--- src/design/npc_pkg.sv ---
// Package for the nearest palette colour unit: sizes, command item, state codes
// and the squared-difference helper. Depends on nothing.
package npc_pkg;

    localparam int PALETTE_DEPTH = 32;
    localparam int IDX_W         = (PALETTE_DEPTH > 1) ? $clog2(PALETTE_DEPTH) : 1;
    localparam int CNT_W         = $clog2(PALETTE_DEPTH + 1);
    localparam int CMP_W         = 9;
    localparam int COUNT_W       = 6;
    localparam int CHAN_W        = 8;
    localparam int ENTRY_W       = 5;
    localparam int SQ_W          = 2 * CHAN_W;
    localparam int DIST_W        = SQ_W + 2;
    localparam int PADDR_W       = 3;
    localparam int PDATA_W       = 32;
    localparam int FIFO_DEPTH    = 2;
    localparam int FIFO_PTR_W    = (FIFO_DEPTH > 1) ? $clog2(FIFO_DEPTH) : 1;
    localparam int FIFO_CNT_W    = $clog2(FIFO_DEPTH + 1);

    localparam logic [PADDR_W-3:0] REG_PALETTE_COUNT = '0;

    typedef enum logic {
        KIND_PIXEL = 1'b0,
        KIND_WRITE = 1'b1
    } npc_kind_t;

    typedef enum logic [1:0] {
        ST_IDLE,
        ST_SCAN,
        ST_DRAIN,
        ST_EMIT
    } npc_state_t;

    typedef struct packed {
        logic              is_write;
        logic              wr_ok;
        logic              transparent;
        logic [IDX_W-1:0]  addr;
        logic [CHAN_W-1:0] alpha;
        logic [CHAN_W-1:0] c2;
        logic [CHAN_W-1:0] c1;
        logic [CHAN_W-1:0] c0;
    } npc_cmd_t;

    function automatic logic [SQ_W-1:0] sq_diff(input logic [CHAN_W-1:0] a,
                                                input logic [CHAN_W-1:0] b);
        logic [CHAN_W-1:0] d;
        d = (a > b) ? (a - b) : (b - a);
        return SQ_W'(d) * SQ_W'(d);
    endfunction

endpackage

--- src/design/npc_if.sv ---
// Channel interfaces of the nearest palette colour unit: input items and results.
// Depends on npc_pkg.
interface npc_in_if import npc_pkg::*; ();
    logic              valid;
    logic              ready;
    logic              kind;
    logic [ENTRY_W-1:0] entry_index;
    logic [CHAN_W-1:0] chan0;
    logic [CHAN_W-1:0] chan1;
    logic [CHAN_W-1:0] chan2;
    logic [CHAN_W-1:0] alpha;

    modport source (output valid, kind, entry_index, chan0, chan1, chan2, alpha,
                    input ready);
    modport sink   (input valid, kind, entry_index, chan0, chan1, chan2, alpha,
                    output ready);
endinterface

interface npc_out_if import npc_pkg::*; ();
    logic              valid;
    logic              ready;
    logic [CHAN_W-1:0] out_chan0;
    logic [CHAN_W-1:0] out_chan1;
    logic [CHAN_W-1:0] out_chan2;
    logic [CHAN_W-1:0] out_alpha;
    logic              matched;

    modport source (output valid, out_chan0, out_chan1, out_chan2, out_alpha, matched,
                    input ready);
    modport sink   (input valid, out_chan0, out_chan1, out_chan2, out_alpha, matched,
                    output ready);
endinterface

--- src/design/npc_front.sv ---
// Front end: takes input items and classifies them into palette writes and pixels.
// Depends on npc_pkg and npc_in_if.
module npc_front import npc_pkg::*; (
    npc_in_if.sink    pix_in,
    output logic      cmd_valid,
    input  logic      cmd_ready,
    output npc_cmd_t  cmd
);

    assign cmd_valid    = pix_in.valid;
    assign pix_in.ready = cmd_ready;

    always_comb
    begin
        cmd.is_write    = (pix_in.kind == KIND_WRITE);
        // writes past the end of the palette are dropped
        cmd.wr_ok       = (CMP_W'(pix_in.entry_index) < CMP_W'(PALETTE_DEPTH));
        cmd.transparent = (pix_in.alpha == '0);
        cmd.addr        = IDX_W'(pix_in.entry_index);
        cmd.alpha       = pix_in.alpha;
        cmd.c2          = pix_in.chan2;
        cmd.c1          = pix_in.chan1;
        cmd.c0          = pix_in.chan0;
    end

endmodule

--- src/design/npc_fifo.sv ---
// Short command queue between the front end and the search engine.
// Depends on npc_pkg.
module npc_fifo import npc_pkg::*; (
    input  logic     clk,
    input  logic     rst_n,
    input  logic     push_valid,
    output logic     push_ready,
    input  npc_cmd_t push_data,
    output logic     pop_valid,
    input  logic     pop_ready,
    output npc_cmd_t pop_data
);

    npc_cmd_t               slot_reg [FIFO_DEPTH];
    logic [FIFO_PTR_W-1:0]  wr_ptr_reg, wr_ptr_next;
    logic [FIFO_PTR_W-1:0]  rd_ptr_reg, rd_ptr_next;
    logic [FIFO_CNT_W-1:0]  fill_reg, fill_next;
    logic                   push, pop;

    assign push_ready = (fill_reg != FIFO_CNT_W'(FIFO_DEPTH));
    assign pop_valid  = (fill_reg != '0);
    assign pop_data   = slot_reg[rd_ptr_reg];
    assign push       = push_valid && push_ready;
    assign pop        = pop_valid && pop_ready;

    always_comb
    begin
        wr_ptr_next = wr_ptr_reg;
        rd_ptr_next = rd_ptr_reg;
        fill_next   = fill_reg;
        if (push)
        begin
            wr_ptr_next = (wr_ptr_reg == FIFO_PTR_W'(FIFO_DEPTH - 1)) ? '0
                                                                       : wr_ptr_reg + 1'b1;
        end
        if (pop)
        begin
            rd_ptr_next = (rd_ptr_reg == FIFO_PTR_W'(FIFO_DEPTH - 1)) ? '0
                                                                       : rd_ptr_reg + 1'b1;
        end
        case ({push, pop})
            2'b10:   fill_next = fill_reg + 1'b1;
            2'b01:   fill_next = fill_reg - 1'b1;
            default: fill_next = fill_reg;
        endcase
    end

    always_ff @(posedge clk or negedge rst_n)
    begin
        if (!rst_n)
        begin
            wr_ptr_reg <= '0;
            rd_ptr_reg <= '0;
            fill_reg   <= '0;
        end
        else
        begin
            wr_ptr_reg <= wr_ptr_next;
            rd_ptr_reg <= rd_ptr_next;
            fill_reg   <= fill_next;
        end
    end

    always_ff @(posedge clk)
    begin
        if (push)
        begin
            slot_reg[wr_ptr_reg] <= push_data;
        end
    end

endmodule

--- src/design/npc_back.sv ---
// Back end: palette memory, sequential nearest-entry search and result register.
// Depends on npc_pkg and npc_out_if.
module npc_back import npc_pkg::*; (
    input  logic               clk,
    input  logic               rst_n,
    input  logic [COUNT_W-1:0] count,
    input  logic               cmd_valid,
    output logic               cmd_ready,
    input  npc_cmd_t           cmd,
    npc_out_if.source          res_out
);

    logic [4*CHAN_W-1:0] palette_mem [PALETTE_DEPTH];

    npc_state_t          state_reg, state_next;
    logic [CNT_W-1:0]    issue_cnt_reg, issue_cnt_next;
    logic [CNT_W-1:0]    issue_inc;
    logic [CNT_W-1:0]    count_eff;
    logic                rd_en, mem_we, start_pixel, out_load, upd;

    logic                s1_valid_reg, s2_valid_reg;
    logic [4*CHAN_W-1:0] rd_data_reg;
    logic [4*CHAN_W-1:0] ent_reg;
    logic [DIST_W-1:0]   dist_reg;
    logic [DIST_W-1:0]   dist_now;
    logic [CHAN_W-1:0]   pix_c0_reg, pix_c1_reg, pix_c2_reg;

    logic                found_reg, found_next;
    logic [DIST_W-1:0]   best_dist_reg;
    logic [4*CHAN_W-1:0] best_entry_reg;

    logic                out_valid_reg;
    logic [4*CHAN_W-1:0] out_data_reg;
    logic                out_matched_reg;

    // counts above the depth behave as the full palette
    assign count_eff = (CMP_W'(count) > CMP_W'(PALETTE_DEPTH)) ? CNT_W'(PALETTE_DEPTH)
                                                                 : CNT_W'(count);
    assign issue_inc = issue_cnt_reg + CNT_W'(1);

    always_comb
    begin
        state_next     = state_reg;
        issue_cnt_next = issue_cnt_reg;
        cmd_ready      = 1'b0;
        rd_en          = 1'b0;
        mem_we         = 1'b0;
        start_pixel    = 1'b0;
        out_load       = 1'b0;
        case (state_reg)
            ST_IDLE:
            begin
                cmd_ready = 1'b1;
                if (cmd_valid)
                begin
                    if (cmd.is_write)
                    begin
                        mem_we = cmd.wr_ok;
                    end
                    else
                    begin
                        start_pixel    = 1'b1;
                        issue_cnt_next = '0;
                        if (cmd.transparent || (count_eff == '0))
                        begin
                            state_next = ST_EMIT;
                        end
                        else
                        begin
                            state_next = ST_SCAN;
                        end
                    end
                end
            end
            ST_SCAN:
            begin
                rd_en          = 1'b1;
                issue_cnt_next = issue_inc;
                if (issue_inc == count_eff)
                begin
                    state_next = ST_DRAIN;
                end
            end
            ST_DRAIN:
            begin
                if (!s1_valid_reg && !s2_valid_reg)
                begin
                    state_next = ST_EMIT;
                end
            end
            ST_EMIT:
            begin
                if (!out_valid_reg || res_out.ready)
                begin
                    out_load   = 1'b1;
                    state_next = ST_IDLE;
                end
            end
            default:
            begin
                state_next = ST_IDLE;
            end
        endcase
    end

    // distance of the entry read last cycle
    assign dist_now = DIST_W'(sq_diff(rd_data_reg[CHAN_W-1:0], pix_c0_reg))
                    + DIST_W'(sq_diff(rd_data_reg[2*CHAN_W-1:CHAN_W], pix_c1_reg))
                    + DIST_W'(sq_diff(rd_data_reg[3*CHAN_W-1:2*CHAN_W], pix_c2_reg));

    // strict compare keeps the lowest index on a tie
    assign upd = s2_valid_reg && (!found_reg || (dist_reg < best_dist_reg));

    always_comb
    begin
        found_next = found_reg;
        if (start_pixel)
        begin
            found_next = 1'b0;
        end
        else if (upd)
        begin
            found_next = 1'b1;
        end
    end

    always_ff @(posedge clk or negedge rst_n)
    begin
        if (!rst_n)
        begin
            state_reg     <= ST_IDLE;
            issue_cnt_reg <= '0;
            s1_valid_reg  <= 1'b0;
            s2_valid_reg  <= 1'b0;
            found_reg     <= 1'b0;
            out_valid_reg <= 1'b0;
        end
        else
        begin
            state_reg     <= state_next;
            issue_cnt_reg <= issue_cnt_next;
            s1_valid_reg  <= rd_en;
            s2_valid_reg  <= s1_valid_reg;
            found_reg     <= found_next;
            if (out_load)
            begin
                out_valid_reg <= 1'b1;
            end
            else if (res_out.ready)
            begin
                out_valid_reg <= 1'b0;
            end
        end
    end

    always_ff @(posedge clk)
    begin
        if (mem_we)
        begin
            palette_mem[cmd.addr] <= {cmd.alpha, cmd.c2, cmd.c1, cmd.c0};
        end
        if (rd_en)
        begin
            rd_data_reg <= palette_mem[issue_cnt_reg[IDX_W-1:0]];
        end
    end

    always_ff @(posedge clk)
    begin
        if (start_pixel)
        begin
            pix_c0_reg <= cmd.c0;
            pix_c1_reg <= cmd.c1;
            pix_c2_reg <= cmd.c2;
        end
        dist_reg <= dist_now;
        ent_reg  <= rd_data_reg;
        if (upd)
        begin
            best_dist_reg  <= dist_reg;
            best_entry_reg <= ent_reg;
        end
        if (out_load)
        begin
            out_data_reg    <= found_reg ? best_entry_reg : '0;
            out_matched_reg <= found_reg;
        end
    end

    assign res_out.valid     = out_valid_reg;
    assign res_out.out_chan0 = out_data_reg[CHAN_W-1:0];
    assign res_out.out_chan1 = out_data_reg[2*CHAN_W-1:CHAN_W];
    assign res_out.out_chan2 = out_data_reg[3*CHAN_W-1:2*CHAN_W];
    assign res_out.out_alpha = out_data_reg[4*CHAN_W-1:3*CHAN_W];
    assign res_out.matched   = out_matched_reg;

    a_scan_in_range: assert property (@(posedge clk) disable iff (!rst_n)
        (state_reg == ST_SCAN) |-> (issue_cnt_reg < count_eff))
        else $error("scan index beyond palette count");

    a_pipe_order: assert property (@(posedge clk) disable iff (!rst_n)
        s2_valid_reg |-> $past(s1_valid_reg))
        else $error("compare stage valid without a preceding read");

    a_emit_drained: assert property (@(posedge clk) disable iff (!rst_n)
        (state_reg == ST_EMIT) |-> (!s1_valid_reg && !s2_valid_reg))
        else $error("result emitted with entries still in flight");

    a_pixel_start: assert property (@(posedge clk) disable iff (!rst_n)
        start_pixel |=> ((state_reg == ST_SCAN) || (state_reg == ST_EMIT)))
        else $error("pixel item did not start a search or a result");

endmodule

--- src/design/nearest_palette_color_unit.sv ---
// Top level of the nearest palette colour unit: APB register, front end, queue, back end.
// Depends on npc_pkg, npc_if, npc_front, npc_fifo and npc_back.
//
// Usage:
//   pix_in carries items with valid/ready. kind 1 writes the four channels into palette
//   entry entry_index and gives no result; kind 0 is a pixel and gives one result on
//   res_out: the closest entry (squared RGB distance, lowest index on a tie) among the
//   first palette_count entries, with matched set, or all zeros when the pixel alpha is
//   zero or palette_count is zero.
//   palette_count sits at APB byte address 0; write it only while the block is idle.
//   The back end scans one palette entry per cycle through a single memory read port,
//   over the first palette_count entries (capped at 32) for a pixel, and none for a
//   transparent pixel or empty palette. It takes no new item until the result of the
//   current pixel is loaded; a palette write is taken while it is idle.
//   A two-entry queue lets pix_in keep accepting while the back end is busy.
//   Reset clears palette_count, the queue and all valid flags; palette contents are
//   undefined until written. When res_out is stalled the result is held and the back
//   end waits before loading the next one; items queue until the queue is full.
module nearest_palette_color_unit import npc_pkg::*; (
    input  logic               clk,
    input  logic               rst_n,
    input  logic               psel,
    input  logic               penable,
    input  logic               pwrite,
    input  logic [PADDR_W-1:0] paddr,
    input  logic [PDATA_W-1:0] pwdata,
    output logic [PDATA_W-1:0] prdata,
    output logic               pready,
    npc_in_if.sink             pix_in,
    npc_out_if.source          res_out
);

    logic [COUNT_W-1:0] count_reg;
    logic               cfg_wr;
    logic               front_valid, front_ready;
    npc_cmd_t           front_cmd;
    logic               back_valid, back_ready;
    npc_cmd_t           back_cmd;

    assign pready = 1'b1;
    assign cfg_wr = psel && penable && pwrite && pready;

    always_ff @(posedge clk or negedge rst_n)
    begin
        if (!rst_n)
        begin
            count_reg <= '0;
        end
        else if (cfg_wr && (paddr[PADDR_W-1:2] == REG_PALETTE_COUNT))
        begin
            count_reg <= pwdata[COUNT_W-1:0];
        end
    end

    always_comb
    begin
        prdata = '0;
        if (paddr[PADDR_W-1:2] == REG_PALETTE_COUNT)
        begin
            prdata = PDATA_W'(count_reg);
        end
    end

    npc_front u_front (
        .pix_in    (pix_in),
        .cmd_valid (front_valid),
        .cmd_ready (front_ready),
        .cmd       (front_cmd)
    );

    npc_fifo u_fifo (
        .clk        (clk),
        .rst_n      (rst_n),
        .push_valid (front_valid),
        .push_ready (front_ready),
        .push_data  (front_cmd),
        .pop_valid  (back_valid),
        .pop_ready  (back_ready),
        .pop_data   (back_cmd)
    );

    npc_back u_back (
        .clk       (clk),
        .rst_n     (rst_n),
        .count     (count_reg),
        .cmd_valid (back_valid),
        .cmd_ready (back_ready),
        .cmd       (back_cmd),
        .res_out   (res_out)
    );

endmodule

--- src/flat_wrapper.sv ---
// flat-port wrapper written by rule: the top's interface ports become plain ports
module nearest_palette_color_unit_flat import npc_pkg::*;
  (clk, rst_n, psel, penable, pwrite, paddr, pwdata, prdata, pready, pix_in_valid, pix_in_kind, pix_in_entry_index, pix_in_chan0, pix_in_chan1, pix_in_chan2, pix_in_alpha, pix_in_ready, res_out_valid, res_out_out_chan0, res_out_out_chan1, res_out_out_chan2, res_out_out_alpha, res_out_matched, res_out_ready);
  npc_in_if pix_in_i ();
  npc_out_if res_out_i ();
  input  logic clk;
  input  logic rst_n;
  input  logic psel;
  input  logic penable;
  input  logic pwrite;
  input  logic [PADDR_W-1:0] paddr;
  input  logic [PDATA_W-1:0] pwdata;
  output logic [PDATA_W-1:0] prdata;
  output logic pready;
  input wire logic [$bits(pix_in_i.valid)-1:0] pix_in_valid;
  input wire logic [$bits(pix_in_i.kind)-1:0] pix_in_kind;
  input wire logic [$bits(pix_in_i.entry_index)-1:0] pix_in_entry_index;
  input wire logic [$bits(pix_in_i.chan0)-1:0] pix_in_chan0;
  input wire logic [$bits(pix_in_i.chan1)-1:0] pix_in_chan1;
  input wire logic [$bits(pix_in_i.chan2)-1:0] pix_in_chan2;
  input wire logic [$bits(pix_in_i.alpha)-1:0] pix_in_alpha;
  output wire logic [$bits(pix_in_i.ready)-1:0] pix_in_ready;
  output wire logic [$bits(res_out_i.valid)-1:0] res_out_valid;
  output wire logic [$bits(res_out_i.out_chan0)-1:0] res_out_out_chan0;
  output wire logic [$bits(res_out_i.out_chan1)-1:0] res_out_out_chan1;
  output wire logic [$bits(res_out_i.out_chan2)-1:0] res_out_out_chan2;
  output wire logic [$bits(res_out_i.out_alpha)-1:0] res_out_out_alpha;
  output wire logic [$bits(res_out_i.matched)-1:0] res_out_matched;
  input wire logic [$bits(res_out_i.ready)-1:0] res_out_ready;
  assign pix_in_i.valid = pix_in_valid;
  assign pix_in_i.kind = pix_in_kind;
  assign pix_in_i.entry_index = pix_in_entry_index;
  assign pix_in_i.chan0 = pix_in_chan0;
  assign pix_in_i.chan1 = pix_in_chan1;
  assign pix_in_i.chan2 = pix_in_chan2;
  assign pix_in_i.alpha = pix_in_alpha;
  assign pix_in_ready = pix_in_i.ready;
  assign res_out_valid = res_out_i.valid;
  assign res_out_out_chan0 = res_out_i.out_chan0;
  assign res_out_out_chan1 = res_out_i.out_chan1;
  assign res_out_out_chan2 = res_out_i.out_chan2;
  assign res_out_out_alpha = res_out_i.out_alpha;
  assign res_out_matched = res_out_i.matched;
  assign res_out_i.ready = res_out_ready;
  nearest_palette_color_unit u_core (.clk(clk), .rst_n(rst_n), .psel(psel), .penable(penable), .pwrite(pwrite), .paddr(paddr), .pwdata(pwdata), .prdata(prdata), .pready(pready), .pix_in(pix_in_i), .res_out(res_out_i));
endmodule
--- config.mk ---
export PLATFORM = sky130hd
export DESIGN_NAME = nearest_palette_color_unit_flat
export DESIGN_NICKNAME = d
export VERILOG_FILES = /design/src/design/npc_pkg.sv /design/src/design/npc_if.sv /design/src/design/npc_front.sv /design/src/design/npc_fifo.sv /design/src/design/npc_back.sv /design/src/design/nearest_palette_color_unit.sv /design/src/flat_wrapper.sv
export SDC_FILE = /design/constraint.sdc
export NUM_CORES = 2
export LEC_CHECK = 0
export BUFFER_PORTS_ARGS = -buffer_cell sky130_fd_sc_hd__buf_2
export CAP_MARGIN = 20
export CORE_ASPECT_RATIO = 1.2
export CORE_UTILIZATION = 60
export DETAILED_ROUTE_END_ITERATION = 16
export GPL_ROUTABILITY_DRIVEN = 0
export MAX_ROUTING_LAYER = met4
export PLACE_DENSITY = 0.87
export SYNTH_ARGS = -nofsm -noshare
export SYNTH_HDL_FRONTEND = slang
export SYNTH_SLANG_ARGS = --single-unit
--- constraint.sdc ---
create_clock -name clk -period 11.35 [get_ports clk]
set_clock_uncertainty 0.1 [all_clocks]
set_input_delay 1.135 -clock clk [delete_from_list [all_inputs] [get_ports clk]]
set_output_delay 1.135 -clock clk [all_outputs]
set_load 0.05 [all_outputs]
==> results.yml <==
run_status:
  status: "completed"
global_route:
  grtUsageTotal_pct: 32.4
  grt_pass1_vias: 31400
  busiest_layer: "met2"
  grt_util_met1_pct: 37.4
  grt_util_met3_pct: 5.92
  grtUsageMet2_pct: 53.3
  grt_pass1_wl_um: 211000
  antenna_found_initial: 1
  grt_overflow: 0
  grt_start_max_net_pins: 60
drt:
  vias: 30300
  drc: 0
  viasPerCell: 6.69
  ant_nets: 0
  wl_per_cell_um: 32.4
  drt-pass1-iter-count: 8
  drt_iter0_drc: 4192
  drt-total-wl_um: 147000
cts:
  cts.sinks: 1313
  cts-buffers-inserted: 117
  cts_setup_buffers: 0
  clk_pin_slew_worst_paths_ps: 70
  postCtsResizedCells: 0
  cts.path.max_buffers: 3
  cts_tree: "yes"
  cts_hold_buf: 0
  cts_root_buffer: "clkbuf_16"
  h-tree-depth: 3
  clkLatencyLatePin_ps: 720
floorplanning:
  die_width_um: 283
  die_y_um: 339
  start_util_pct: 60.5
  dieArea_um2: 95700
  fp.coreArea_um2: 93700
  rows: 123
  ioPinCount: 148
synthesis:
  syn_avg_cell_area_um2: 18.8
  synth_adder_area_share_pct: 8.13
  synthTopCellsByArea: "edfxtp_1 66%, mux4_2 13%, fa_1 4.9%"
  synth_top_cell_area_share_pct: 65.8
  synth_edf_count: 1241
  synthSimpleGateAreaFrac_pct: 3.10
  synth_top_area_cell: "edfxtp_1"
  synth.ff_latch_count: 1313
  synthDistinctLibCells: 75
  netlist_area_um2: 56700
  synth_ff_type: "edfxtp_1"
  async_flop_share_pct: 1.68
  synth_top_family_by_area: "multiplexers"
  synth-compound-area-share_pct: 2.03
  seq_area_frac_synth_pct: 68.5
  yosys_warnings: 0
  synth_mux_area_share_pct: 14.6
  synthXorXnorAreaFrac_pct: 0.618
  synth_cells: 3008
cells_and_area:
  finalInstanceArea_um2: 62800
  fin_nets: 3536
  largest_register_ffs: 1024
  layout_common_cells: "1241 x edfxtp_1, 320 x mux4_2, 296 x inv_1"
  final_util_pct: 67.0
  drive_gt1_share_pct: 24.4
  syn2layout_area_growth_pct: 10.7
  final_common_cell: "edfxtp_1"
critical_path:
  cp.required_ps: 11850
  slowest_stage: "xor2_1"
  cp.arrival_ps: 9710
  slowest_delay_ps: 580
  cpMostUsedCell: "fa_1"
  path_class: "reg -> reg"
  worst-path-max-fanout: 6
  crit_path_start_kind: "register"
  critPathCaptureType: "register"
placement:
  hpwl_um: 78300
  placed_area_um2: 58900
  port_buffers: 92
timing:
  finalSetupViolCount: 0
  tns_ps: 0
  worst_pin_slew_ps: 1130
  hold_viol: 0
  drv_slew: 0
  rsz0062_at_grt: "false"
  timing.hold.ws_ps: 250
  fin_crit_sh_pct: 81.2
  max_freq_mhz: 109
  period_minus_slack_ps: 9220
  slew_headroom_pct: 24.7
hold_path:
  hp-class: "reg -> reg"
flow_run:
  cap_violations: 0
kinds of logic (layout without fill, tap and decap cells):
group / after synthesis / in the layout
buf+inv: 428 / 668
other cells: 2 / 28
simple gates: 359 / 359
flops: 1313 / 1313
mux: 415 / 415
fa+ha+maj: 285 / 285
xor+xnor: 40 / 40
compound gates: 166 / 166
cell type report:
cell class | instances | area (um2)
Tap cell | 1250 | 1560
Sequential cell | 1313 | 38800
Clock buffer | 153 | 3220
Inverter | 299 | 1120
Multi-Input combinational cell | 1292 | 16500
Antenna cell | 1 | 2.50
Timing Repair Buffer | 148 | 881
Clock inverter | 68 | 631
Fill cell | 5479 | 31000
final timing paths:
check,cells after the start,from,slack [ps],end
min in group asynchronous,1,rst_n,300,u_core.u_fifo.fill_reg[0]
hold reg to reg,0,u_core.u_back.rd_data_reg[29],250,u_core.u_back.ent_reg[29]
setup reg to reg,31,u_core.u_back.rd_data_reg[16],2130,u_core.u_back.dist_reg[17]
setup / recovery,31,u_core.u_back.rd_data_reg[16],2130,u_core.u_back.dist_reg[17]
hold / removal,0,u_core.u_back.rd_data_reg[29],250,u_core.u_back.ent_reg[29]
max in group asynchronous,1,rst_n,10430,u_core.u_back.issue_cnt_reg[2]
through the flow:
step,cells,setup WS (ps)
2_1_floorplan,3033,3020
3_3_place_gp,4302,2410
3_5_place_dp,4302,2270
4_1_cts,4523,2230
5_1_grt,4523,1690
6_report,4524,2130
routing by layer:
layer	up-vias	wire length, um
met2	2384	75100
met3	704	14600
li1	11900	-
met5	-	0
met1	15300	47200
met4	0	9850
worst max-delay path, delay by kind of cell, from the launching register on:
family / cells / cell delay [ps]
XOR/XNOR: 1 / 580
AO/OA/AOI/OAI: 10 / 2390
multiplexers: 1 / 200
buffers and inverters: 6 / 580
AND/OR/NAND/NOR: 3 / 440
adder cells (fa/ha/maj): 10 / 4340
flip-flops: 1 / 440
cell usage after synthesis, types with 3 or more instances:
master / count
nand2_1: 76
a31oi_1: 6
xor2_1: 13
buf_2: 9
nor2_1: 121
fa_1: 139
nand2b_1: 20
inv_1: 296
a2111oi_0: 3
mux2i_1: 20
nor4_1: 3
a211oi_1: 4
buf_1: 21
a22o_1: 3
or4_1: 4
dfxtp_1: 50
ha_1: 146
a21o_1: 23
and2_1: 37
or3_1: 8
o211ai_1: 6
o21bai_1: 6
nor3_1: 18
o32ai_1: 5
or2_2: 10
mux2_2: 75
inv_2: 3
dfrtp_1: 22
clkbuf_1: 70
nor2b_1: 13
edfxtp_1: 1241
mux4_2: 320
o221ai_1: 3
o21ai_1: 4
buf_4: 28
nand4_1: 9
o21ai_0: 34
and3_1: 10
a21oi_1: 29
xnor2_1: 27
o21a_1: 7
nand4b_1: 3
a221oi_1: 4
nand3_1: 17
o2111ai_1: 3
Power is not shown: default switching activity piles up to over one toggle a cycle in this logic, so the estimate is an artifact.
